==> src/hdl/imd_pkg.sv <==
// Shared constants, types and item tables for the IMU data message deframer.
package imd_pkg;

  localparam logic [7:0] PREAMBLE = 8'hFA;

  localparam logic [7:0] RESET_MSG_ID = 8'h36;
  localparam logic [7:0] RESET_BUS_ID = 8'hFF;

  // Configuration register indexes
  localparam logic [7:0] REG_MSG_ID = 8'd0;
  localparam logic [7:0] REG_BUS_ID = 8'd1;

  // Result kinds
  localparam logic [1:0] RES_ELEMENT = 2'd0;
  localparam logic [1:0] RES_SUM_OK  = 2'd1;
  localparam logic [1:0] RES_SUM_BAD = 2'd2;

  // Quantity codes
  localparam logic [3:0] Q_DCM      = 4'd0;
  localparam logic [3:0] Q_ACCEL    = 4'd1;
  localparam logic [3:0] Q_RATE     = 4'd2;
  localparam logic [3:0] Q_VELOCITY = 4'd3;
  localparam logic [3:0] Q_ALTITUDE = 4'd4;
  localparam logic [3:0] Q_LATLON   = 4'd5;
  localparam logic [3:0] Q_PRESSURE = 4'd6;
  localparam logic [3:0] Q_TEMP     = 4'd7;
  localparam logic [3:0] Q_FIX      = 4'd8;
  localparam logic [3:0] Q_SATS     = 4'd9;
  localparam logic [3:0] Q_DOP      = 4'd10;
  // The gps item shares its code with the fix quantity; it is split by offset.
  localparam logic [3:0] Q_GPS_ITEM = 4'd8;

  // Gps item byte offsets
  localparam logic [7:0] GPS_FIX_POS   = 8'd20;
  localparam logic [7:0] GPS_SATS_POS  = 8'd22;
  localparam logic [7:0] GPS_DOP_FIRST = 8'd81;
  localparam logic [7:0] GPS_DOP_LAST  = 8'd89;

  typedef struct packed {
    logic [1:0]  result_kind;
    logic [3:0]  quantity;
    logic [3:0]  element_index;
    logic [63:0] element_value;
    logic [3:0]  element_bytes;
  } result_t;

  typedef struct packed {
    logic       known;
    logic [3:0] quantity;
  } item_id_t;

  // Map a two-byte item id to its quantity.
  function automatic item_id_t lookup_item(input logic [7:0] hi, input logic [7:0] lo);
    item_id_t r;
    r.known    = 1'b1;
    r.quantity = Q_DCM;
    if      (hi == 8'h20 && lo == 8'h20) r.quantity = Q_DCM;
    else if (hi == 8'h40 && lo == 8'h20) r.quantity = Q_ACCEL;
    else if (hi == 8'h80 && lo == 8'h20) r.quantity = Q_RATE;
    else if (hi == 8'hD0 && lo == 8'h13) r.quantity = Q_VELOCITY;
    else if (hi == 8'h50 && lo == 8'h23) r.quantity = Q_ALTITUDE;
    else if (hi == 8'h50 && lo == 8'h43) r.quantity = Q_LATLON;
    else if (hi == 8'h30 && lo == 8'h10) r.quantity = Q_PRESSURE;
    else if (hi == 8'h08 && lo == 8'h10) r.quantity = Q_TEMP;
    else if (hi == 8'h70 && lo == 8'h10) r.quantity = Q_GPS_ITEM;
    else begin
      r.known    = 1'b0;
      r.quantity = Q_DCM;
    end
    return r;
  endfunction

  // Whether a plain quantity's elements are 8-byte doubles rather than 4 bytes wide.
  function automatic logic is_double(input logic [2:0] q);
    return (q == Q_VELOCITY[2:0]) || (q == Q_ALTITUDE[2:0]) || (q == Q_LATLON[2:0]);
  endfunction

  // Number of elements that a plain quantity reports.
  function automatic logic [3:0] element_limit(input logic [2:0] q);
    logic [3:0] r;
    case (q)
      3'd0:    r = 4'd9;
      3'd1:    r = 4'd3;
      3'd2:    r = 4'd3;
      3'd3:    r = 4'd3;
      3'd4:    r = 4'd1;
      3'd5:    r = 4'd2;
      3'd6:    r = 4'd1;
      3'd7:    r = 4'd1;
      default: r = 4'd1;
    endcase
    return r;
  endfunction

endpackage

==> src/hdl/imd_rx_if.sv <==
// Byte input channel of the deframer.
interface imd_rx_if;
  logic       valid;
  logic       ready;
  logic [7:0] rx_byte;

  modport source (output valid, output rx_byte, input ready);
  modport sink   (input valid, input rx_byte, output ready);
endinterface

==> src/hdl/imd_res_if.sv <==
// Result channel of the deframer.
interface imd_res_if;
  logic        valid;
  logic        ready;
  logic [1:0]  result_kind;
  logic [3:0]  quantity;
  logic [3:0]  element_index;
  logic [63:0] element_value;
  logic [3:0]  element_bytes;

  modport source (output valid, output result_kind, output quantity, output element_index,
                  output element_value, output element_bytes, input ready);
  modport sink   (input valid, input result_kind, input quantity, input element_index,
                  input element_value, input element_bytes, output ready);
endinterface

==> src/hdl/imd_cfg_if.sv <==
// Configuration write channel of the deframer.
interface imd_cfg_if;
  logic       valid;
  logic       ready;
  logic [7:0] index;
  logic [7:0] data;

  modport source (output valid, output index, output data, input ready);
  modport sink   (input valid, input index, input data, output ready);
endinterface

==> src/hdl/imu_data_message_deframer.sv <==
// Byte-serial deframer for inertial data messages: top level.
//
// rx_i takes one received byte per beat. The parser hunts for the preamble,
// checks bus id and message id (cfg_i registers 0: message id, 1: bus id),
// reads the frame length and walks the data items. Each completed element of a
// known item, within its quantity's element limit, leaves on res_o as one beat;
// the checksum byte of a frame gives one beat with the checksum verdict. Unknown
// items are skipped by length. Each result is registered in the result buffer.
// Throughput: one byte per cycle while rx_i.ready is high; the parser state
// updates in the accepting cycle, so the state loop of one byte sets the rate.
// The result side has a two-entry buffer: with res_o stalled, bytes keep
// being accepted until a second result is waiting, then rx_i.ready drops.
// Bytes that yield no result still need a free second entry.
// Reset returns to the preamble hunt with message id 0x36 and bus id 0xFF,
// and empties the result buffer. cfg_i is always ready; write it while idle.
module imu_data_message_deframer (
  input  logic clk_i,
  input  logic rst_ni,
  imd_rx_if.sink    rx_i,
  imd_cfg_if.sink   cfg_i,
  imd_res_if.source res_o
);

  typedef enum logic [2:0] {
    PH_HUNT, PH_BUSID, PH_MSGID, PH_LENGTH, PH_ID_HI, PH_ID_LO, PH_ITEMLEN, PH_DATA
  } phase_e;

  phase_e      phase_q, phase_d;
  logic [7:0]  msg_id_q, bus_id_q;
  logic [7:0]  sum_q, sum_d;
  logic [7:0]  frame_len_q, frame_len_d;
  logic [7:0]  frame_seen_q, frame_seen_d;
  logic [7:0]  first_id_q, first_id_d;
  logic [3:0]  item_q_q, item_q_d;
  logic        item_known_q, item_known_d;
  logic [7:0]  item_len_q, item_len_d;
  logic [7:0]  item_pos_q, item_pos_d;
  logic [63:0] shift_q, shift_d;
  logic [3:0]  elem_cnt_q, elem_cnt_d;

  imd_pkg::result_t head_q, skid_q, res_new;
  logic             head_v_q, skid_v_q;
  logic             emit;

  logic       rx_fire, res_fire;
  logic [7:0] b;
  logic [7:0] sum_b;
  logic [7:0] pos_next;
  logic [63:0] shift_next;
  logic        dbl;
  logic        elem_done;
  logic [7:0]  dop_off;
  imd_pkg::item_id_t id_lu;

  assign rx_fire  = rx_i.valid && rx_i.ready;
  assign res_fire = res_o.valid && res_o.ready;
  assign b        = rx_i.rx_byte;
  assign sum_b    = sum_q + b;
  assign pos_next = item_pos_q + 8'd1;
  assign shift_next = {shift_q[55:0], b};
  assign dbl      = imd_pkg::is_double(item_q_q[2:0]);
  assign elem_done = dbl ? (pos_next[2:0] == 3'd0) : (pos_next[1:0] == 2'd0);
  assign dop_off  = item_pos_q - imd_pkg::GPS_DOP_FIRST;
  assign id_lu    = imd_pkg::lookup_item(first_id_q, b);

  assign rx_i.ready  = !skid_v_q;
  assign cfg_i.ready = 1'b1;

  // Parser next state for one accepted byte
  always_comb begin
    phase_d      = phase_q;
    sum_d        = sum_q;
    frame_len_d  = frame_len_q;
    frame_seen_d = frame_seen_q;
    first_id_d   = first_id_q;
    item_q_d     = item_q_q;
    item_known_d = item_known_q;
    item_len_d   = item_len_q;
    item_pos_d   = item_pos_q;
    shift_d      = shift_q;
    elem_cnt_d   = elem_cnt_q;
    emit         = 1'b0;
    res_new      = '0;
    res_new.result_kind = imd_pkg::RES_ELEMENT;

    case (phase_q)
      PH_HUNT: begin
        if (b == imd_pkg::PREAMBLE) begin
          phase_d = PH_BUSID;
          sum_d   = 8'd0;
        end
      end
      PH_BUSID: begin
        if (b == bus_id_q) begin
          phase_d = PH_MSGID;
          sum_d   = b;
        end else if (b == imd_pkg::PREAMBLE) begin
          sum_d = 8'd0;
        end else begin
          phase_d = PH_HUNT;
          sum_d   = 8'd0;
        end
      end
      PH_MSGID: begin
        if (b == msg_id_q) begin
          phase_d = PH_LENGTH;
          sum_d   = sum_b;
        end else begin
          phase_d = PH_HUNT;
          sum_d   = 8'd0;
        end
      end
      PH_LENGTH: begin
        frame_len_d  = b;
        sum_d        = sum_b;
        frame_seen_d = 8'd0;
        phase_d      = PH_ID_HI;
      end
      default: begin
        sum_d = sum_b;
        if (frame_seen_q >= frame_len_q) begin
          // Checksum byte: report the verdict and drop any open item
          emit    = 1'b1;
          phase_d = PH_HUNT;
          res_new.result_kind = (sum_b == 8'd0) ? imd_pkg::RES_SUM_OK
                                                : imd_pkg::RES_SUM_BAD;
        end else begin
          frame_seen_d = frame_seen_q + 8'd1;
          case (phase_q)
            PH_ID_HI: begin
              first_id_d = b;
              phase_d    = PH_ID_LO;
            end
            PH_ID_LO: begin
              item_known_d = id_lu.known;
              item_q_d     = id_lu.quantity;
              phase_d      = PH_ITEMLEN;
            end
            PH_ITEMLEN: begin
              item_len_d = b;
              item_pos_d = 8'd0;
              shift_d    = '0;
              elem_cnt_d = 4'd0;
              phase_d    = (b != 8'd0) ? PH_DATA : PH_ID_HI;
            end
            default: begin
              shift_d    = shift_next;
              item_pos_d = pos_next;
              if (item_known_q) begin
                if (item_q_q != imd_pkg::Q_GPS_ITEM) begin
                  if (elem_done && elem_cnt_q < imd_pkg::element_limit(item_q_q[2:0])) begin
                    emit                  = 1'b1;
                    res_new.quantity      = item_q_q;
                    res_new.element_index = elem_cnt_q;
                    res_new.element_value = dbl ? shift_next : {32'd0, shift_next[31:0]};
                    res_new.element_bytes = dbl ? 4'd8 : 4'd4;
                    elem_cnt_d            = elem_cnt_q + 4'd1;
                  end
                end else if (item_pos_q == imd_pkg::GPS_FIX_POS) begin
                  emit                  = 1'b1;
                  res_new.quantity      = imd_pkg::Q_FIX;
                  res_new.element_value = {56'd0, b};
                  res_new.element_bytes = 4'd1;
                end else if (item_pos_q == imd_pkg::GPS_SATS_POS) begin
                  emit                  = 1'b1;
                  res_new.quantity      = imd_pkg::Q_SATS;
                  res_new.element_value = {56'd0, b};
                  res_new.element_bytes = 4'd1;
                end else if (item_pos_q >= imd_pkg::GPS_DOP_FIRST &&
                             item_pos_q <= imd_pkg::GPS_DOP_LAST && item_pos_q[0]) begin
                  emit                  = 1'b1;
                  res_new.quantity      = imd_pkg::Q_DOP;
                  res_new.element_index = dop_off[4:1];
                  res_new.element_value = {48'd0, shift_next[15:0]};
                  res_new.element_bytes = 4'd2;
                end
              end
              if (pos_next == item_len_q) phase_d = PH_ID_HI;
            end
          endcase
        end
      end
    endcase
  end

  always_ff @(posedge clk_i or negedge rst_ni) begin
    if (!rst_ni) begin
      phase_q      <= PH_HUNT;
      msg_id_q     <= imd_pkg::RESET_MSG_ID;
      bus_id_q     <= imd_pkg::RESET_BUS_ID;
      sum_q        <= 8'd0;
      frame_len_q  <= 8'd0;
      frame_seen_q <= 8'd0;
      first_id_q   <= 8'd0;
      item_q_q     <= 4'd0;
      item_known_q <= 1'b0;
      item_len_q   <= 8'd0;
      item_pos_q   <= 8'd0;
      shift_q      <= '0;
      elem_cnt_q   <= 4'd0;
    end else begin
      if (cfg_i.valid && cfg_i.ready) begin
        if (cfg_i.index == imd_pkg::REG_MSG_ID) msg_id_q <= cfg_i.data;
        if (cfg_i.index == imd_pkg::REG_BUS_ID) bus_id_q <= cfg_i.data;
      end
      if (rx_fire) begin
        phase_q      <= phase_d;
        sum_q        <= sum_d;
        frame_len_q  <= frame_len_d;
        frame_seen_q <= frame_seen_d;
        first_id_q   <= first_id_d;
        item_q_q     <= item_q_d;
        item_known_q <= item_known_d;
        item_len_q   <= item_len_d;
        item_pos_q   <= item_pos_d;
        shift_q      <= shift_d;
        elem_cnt_q   <= elem_cnt_d;
      end
    end
  end

  // Two-entry result buffer: head drives the port, skid catches a beat while stalled
  logic push;
  assign push = rx_fire && emit;

  always_ff @(posedge clk_i or negedge rst_ni) begin
    if (!rst_ni) begin
      head_v_q <= 1'b0;
      skid_v_q <= 1'b0;
    end else if (!head_v_q || res_fire) begin
      if (skid_v_q) begin
        head_v_q <= 1'b1;
        skid_v_q <= push;
      end else begin
        head_v_q <= push;
      end
    end else if (push) begin
      skid_v_q <= 1'b1;
    end
  end

  always_ff @(posedge clk_i) begin
    if (!head_v_q || res_fire) begin
      if (skid_v_q) begin
        head_q <= skid_q;
        if (push) skid_q <= res_new;
      end else if (push) begin
        head_q <= res_new;
      end
    end else if (push) begin
      skid_q <= res_new;
    end
  end

  assign res_o.valid         = head_v_q;
  assign res_o.result_kind   = head_q.result_kind;
  assign res_o.quantity      = head_q.quantity;
  assign res_o.element_index = head_q.element_index;
  assign res_o.element_value = head_q.element_value;
  assign res_o.element_bytes = head_q.element_bytes;

  // Skid entry is only ever filled behind a waiting head
  a_skid_behind_head: assert property (@(posedge clk_i) disable iff (!rst_ni)
    skid_v_q |-> head_v_q) else $error("skid entry valid without head entry");

  // A stalled head with a new result must land in the skid entry
  a_push_lands: assert property (@(posedge clk_i) disable iff (!rst_ni)
    (push && head_v_q && !res_fire && !skid_v_q) |=> (skid_v_q && head_v_q))
    else $error("result lost while output stalled");

  // Inside a frame body the byte count never passes the frame length
  a_frame_count: assert property (@(posedge clk_i) disable iff (!rst_ni)
    (phase_q == PH_ID_HI || phase_q == PH_ID_LO || phase_q == PH_ITEMLEN ||
     phase_q == PH_DATA) |-> (frame_seen_q <= frame_len_q))
    else $error("frame byte count beyond frame length");

  // An open item always has bytes left
  a_item_open: assert property (@(posedge clk_i) disable iff (!rst_ni)
    (phase_q == PH_DATA) |-> (item_pos_q < item_len_q))
    else $error("item position reached item length in data phase");

  // Element count of a plain quantity stays within its table limit
  a_elem_limit: assert property (@(posedge clk_i) disable iff (!rst_ni)
    (phase_q == PH_DATA && item_known_q && item_q_q != imd_pkg::Q_GPS_ITEM) |->
    (elem_cnt_q <= imd_pkg::element_limit(item_q_q[2:0])))
    else $error("element count beyond quantity limit");

endmodule
==> src/flat_wrapper.sv <==
// flat-port wrapper written by rule: the top's interface ports become plain ports
module imu_data_message_deframer_flat 
  (clk_i, rst_ni, rx_i_valid, rx_i_rx_byte, rx_i_ready, cfg_i_valid, cfg_i_index, cfg_i_data, cfg_i_ready, res_o_valid, res_o_result_kind, res_o_quantity, res_o_element_index, res_o_element_value, res_o_element_bytes, res_o_ready);
  imd_rx_if rx_i_i ();
  imd_cfg_if cfg_i_i ();
  imd_res_if res_o_i ();
  input  logic clk_i;
  input  logic rst_ni;
  input wire logic [$bits(rx_i_i.valid)-1:0] rx_i_valid;
  input wire logic [$bits(rx_i_i.rx_byte)-1:0] rx_i_rx_byte;
  output wire logic [$bits(rx_i_i.ready)-1:0] rx_i_ready;
  input wire logic [$bits(cfg_i_i.valid)-1:0] cfg_i_valid;
  input wire logic [$bits(cfg_i_i.index)-1:0] cfg_i_index;
  input wire logic [$bits(cfg_i_i.data)-1:0] cfg_i_data;
  output wire logic [$bits(cfg_i_i.ready)-1:0] cfg_i_ready;
  output wire logic [$bits(res_o_i.valid)-1:0] res_o_valid;
  output wire logic [$bits(res_o_i.result_kind)-1:0] res_o_result_kind;
  output wire logic [$bits(res_o_i.quantity)-1:0] res_o_quantity;
  output wire logic [$bits(res_o_i.element_index)-1:0] res_o_element_index;
  output wire logic [$bits(res_o_i.element_value)-1:0] res_o_element_value;
  output wire logic [$bits(res_o_i.element_bytes)-1:0] res_o_element_bytes;
  input wire logic [$bits(res_o_i.ready)-1:0] res_o_ready;
  assign rx_i_i.valid = rx_i_valid;
  assign rx_i_i.rx_byte = rx_i_rx_byte;
  assign rx_i_ready = rx_i_i.ready;
  assign cfg_i_i.valid = cfg_i_valid;
  assign cfg_i_i.index = cfg_i_index;
  assign cfg_i_i.data = cfg_i_data;
  assign cfg_i_ready = cfg_i_i.ready;
  assign res_o_valid = res_o_i.valid;
  assign res_o_result_kind = res_o_i.result_kind;
  assign res_o_quantity = res_o_i.quantity;
  assign res_o_element_index = res_o_i.element_index;
  assign res_o_element_value = res_o_i.element_value;
  assign res_o_element_bytes = res_o_i.element_bytes;
  assign res_o_i.ready = res_o_ready;
  imu_data_message_deframer u_core (.clk_i(clk_i), .rst_ni(rst_ni), .rx_i(rx_i_i), .cfg_i(cfg_i_i), .res_o(res_o_i));
endmodule
==> config.mk <==
export PLATFORM = sky130hd
export DESIGN_NAME = imu_data_message_deframer_flat
export DESIGN_NICKNAME = d
export VERILOG_FILES = /design/src/hdl/imd_pkg.sv /design/src/hdl/imd_rx_if.sv /design/src/hdl/imd_res_if.sv /design/src/hdl/imd_cfg_if.sv /design/src/hdl/imu_data_message_deframer.sv /design/src/flat_wrapper.sv
export SDC_FILE = /design/constraint.sdc
export NUM_CORES = 1
export LEC_CHECK = 0
export BUFFER_PORTS_ARGS = -buffer_cell sky130_fd_sc_hd__buf_2
export CORE_ASPECT_RATIO = 0.5
export CORE_MARGIN = 2
export CORE_UTILIZATION = 40
export DETAILED_ROUTE_END_ITERATION = 6
export GPL_TIMING_DRIVEN = 0
export PLACE_DENSITY = 0.65
export SYNTH_ARGS = -nofsm -noshare
export SYNTH_HDL_FRONTEND = slang
export SYNTH_SLANG_ARGS = --single-unit
==> constraint.sdc <==
create_clock -name clk_i -period 24.3 [get_ports clk_i]
set_input_delay 1.215 -clock clk_i [delete_from_list [all_inputs] [get_ports clk_i]]
set_output_delay 1.215 -clock clk_i [all_outputs]
set_load 0.1 [all_outputs]
==> impl_results.md <==
* Root Buffer: clkbuf_16
* Critical Path RT at ~23 ns
* I/O Buffers at ~110
* DIE WIDTH at between 200 and 300 um
* Slew HR at between 15 and 20%
* Synthesized cell area at 13400 um^2
* Reg2Reg Depth at 11
* Antenna-violating nets left at 0
* Vias in the first global route at ~9000
* Hold-fix buffers at CTS at 0
* RR Startpoint: u_core.item_pos_q[0]
* H-Tree Level Count at 1
* Placer Congestion at roughly 0.90
* Die Ht at about 130 um
* Arrival time worst endpoint at ~2.8 ns
* Fin nets at around 1300
* CP max FO at 10
* Seq cells post-synth at 290
* Maxcap violations at 0
* Setup TNS at 0 ns
* Crit end category: primary output
* Cells after Synth at 1137
* Worst Tran Pin Value at 1.25 ns
* Startpoint Class: register
* Tot GR Track Use at 17.4%
* Clk_skew at between 0.01 and 0.015 ns
* Leak Pwr at ~6.5 nW
* Clock Sinks at 290
* Hold slack at between 0.4 and 0.5 ns
* Filler cells at about 3000
* Layout cell share with drive strength beyond 1 at 23.1%
* Number of flops mapped to enable cells by yosys at ~160
* Rows at 47
* WL final at about 31 mm
* Max frequency at around 0.25 GHz
* Final slew viol count at 0
* Ys Warns at 0
* Reg2reg setup slack at 20.63 ns
* Register area share after synthesis at approximately 60%
* CP Class: reg -> out
* Ys async rst share at 46.2%
* Post_cts resized at 0
* Antenna cell count at 0
* First-pass GRT wire length at approximately 50 mm
* DR pass1 iterations at 4
* CTS tree: yes
* DPL Wire Length at 21.7 mm
* Unrepaired setup endpoints after global routing: false
* Synth cell types at 77
* HP Class: reg -> reg
* Vias post-DR at 9149
* Core area at 33000 um^2
* Total Power at 1.47 mW
* Synth Flop Type: edfxtp_1
* Routed vias/inst at roughly 5.3
* Average size of a mapped cell at 11.8 um^2
* Fin crit period at ~4.0 ns
* 1st-iter DRT viols at 649
* Cells taking the most area after synthesis: edfxtp_1 (35%), dfrtp_1 (23%), mux2_2 (7.4%)
* Starting Density at about two fifths
* Final core area utilization at between 40% and 50%
* Clk_lat worst skew at 0.55 ns
* Largest net degree at the start of global routing at 93
* Initial antenna violation count at 1
* Reg clk slew, reported paths at about 0.070 ns
* CP Capture Point: rx_i_ready
* Final hold viol count at 0
* Post-DR wirelength/cell at 17.7 um
* Commonest non-fill, non-tap cell in the layout: nand2_1
* Post-Syn Nets at ~1200
* Area Overhead vs Synth at 15.7%
* CTS Buffer Depth at 3
* Critical Path Start: u_core.skid_v_q
* RR Endpoint: u_core.skid_q[33]
* Remaining DRCs at 0
* Final setup violation count at 0
* Leading area contributor after synthesis: edfxtp_1
* Status: finished clean
* Total global routing overflow at 0
* Most frequent cells in the layout: nand2_1 (186), edfxtp_1 (156), dfrtp_1 (122), buf_2 (112), o21ai_0 (101)
* I/O pin cnt at between 100 and 150
* Crit share post-route at 16.6%
* Die area at approximately 35000 um^2
* Synth top area share at 34.9%
* Peak supply drop at a little under 0.05 mV
* Number of buffers created by CTS at 27
* PD cells at approximately 95 nW/um^2
* Setup Buffers After CTS at 0
critical path: stages (launching register included):
cell and delay [ns]:
dfrtp_1 0.36, clkbuf_1 0.21, clkinv_1 0.31, clkbuf_1 0.46
clkbuf_1 0.41, buf_2 0.52
cell type report:
| type | count | area, um^2 | area share, % |
|---|---|---|---|
| Clock buffer | 44 | 790 | 5.08 |
| Buffer | 67 | 323 | 2.08 |
| Inverter | 25 | 93.8 | 0.604 |
| Timing Repair Buffer | 114 | 694 | 4.47 |
| Tap cell | 441 | 552 | 3.55 |
| Multi-Input combinational cell | 755 | 4990 | 32.1 |
| Sequential cell | 290 | 8050 | 51.8 |
| Clock inverter | 6 | 47.5 | 0.306 |
cell families (layout without fill, tap and decap cells):
kind of cell | Yosys count | count (layout) | synth area share [%]
AOI/OAI and AO/OA | 193 | 193 | 9.32
xor gates and xnor gates | 42 | 42 | 2.74
adders and majority gates | 26 | 26 | 2.48
buffers and inverters | 92 | 256 | 3.10
DFF | 290 | 290 | 60.0
muxes | 92 | 92 | 7.70
other | 1 | 1 | 0.0279
and+or+nand+nor | 401 | 401 | 14.7
state kept, by name (all words and copies together) (netlist names), 8 cells and up:
name                        count
u_core.sum_q                    8
u_core.bus_id_q                 8
u_core.skid_q                  78
u_core.shift_q                 56
u_core.frame_seen_q             8
u_core.res_o.element_value     64
u_core.frame_len_q              8
u_core.item_len_q               8
u_core.item_pos_q               8
u_core.first_id_q               8
u_core.msg_id_q                 8
cell usage after synthesis (11+ instances only):
library cell / count
nand3_1: 11
nor2_1: 39
and2_1: 66
clkbuf_1: 52
xnor2_1: 30
nand2_1: 186
mux2_2: 88
dfstp_2: 12
ha_1: 25
o21ai_0: 101
dfrtp_1: 122
nor3_1: 19
edfxtp_1: 156
inv_1: 24
a21oi_1: 12
xor2_1: 12
nand4_1: 15
per-layer routing:
metal / global-route usage, % / vias to the layer above / share of wire (%)
li1: - / 4331 / -
met1: 23.8 / 4538 / 45
met2: 28.8 / 220 / 48
met3: 2.74 / 60 / 4.7
met4: 5.08 / 0 / 2.7
met5: 0 / - / 0
worst min path at each step:
| stage | endpoint | slack, ns | depth (start not counted) | start |
|---|---|---|---|---|
| 5_1_grt | u_core.shift_q[49] | 0.51 | 2 | u_core.shift_q[49] |
| 4_1_cts | u_core.shift_q[49] | 0.48 | 2 | u_core.shift_q[49] |
| 3_3_place_gp | u_core.shift_q[49] | 0.46 | 2 | u_core.shift_q[49] |
| 6_report | u_core.shift_q[49] | 0.48 | 2 | u_core.shift_q[49] |
| 2_1_floorplan | u_core.shift_q[48] | 0.44 | 2 | u_core.shift_q[48] |
| 3_5_place_dp | u_core.shift_q[49] | 0.47 | 2 | u_core.shift_q[49] |
power by group:
part / switching (mW) / leakage (nW) / internal (mW)
Sequential: 0.0678 / 3.33 / 0.598
Combinational: 0.260 / 2.78 / 0.138
Clock: 0.185 / 0.411 / 0.223
per-stage QoR:
| stage | instances | worst slack, ns | instance area (um^2) |
|---|---|---|---|
| global route | 1742 | 20.11 | 15500 |
| detailed placement | 1692 | 20.45 | 14700 |
| finish | 1742 | 20.27 | 15500 |
| global placement | 1685 | 13.26 | 14500 |
| CTS | 1742 | 20.22 | 15500 |
| floorplan | 1137 | 16.05 | 13400 |
No activity file was read; power rests on OpenSTA's default activity.
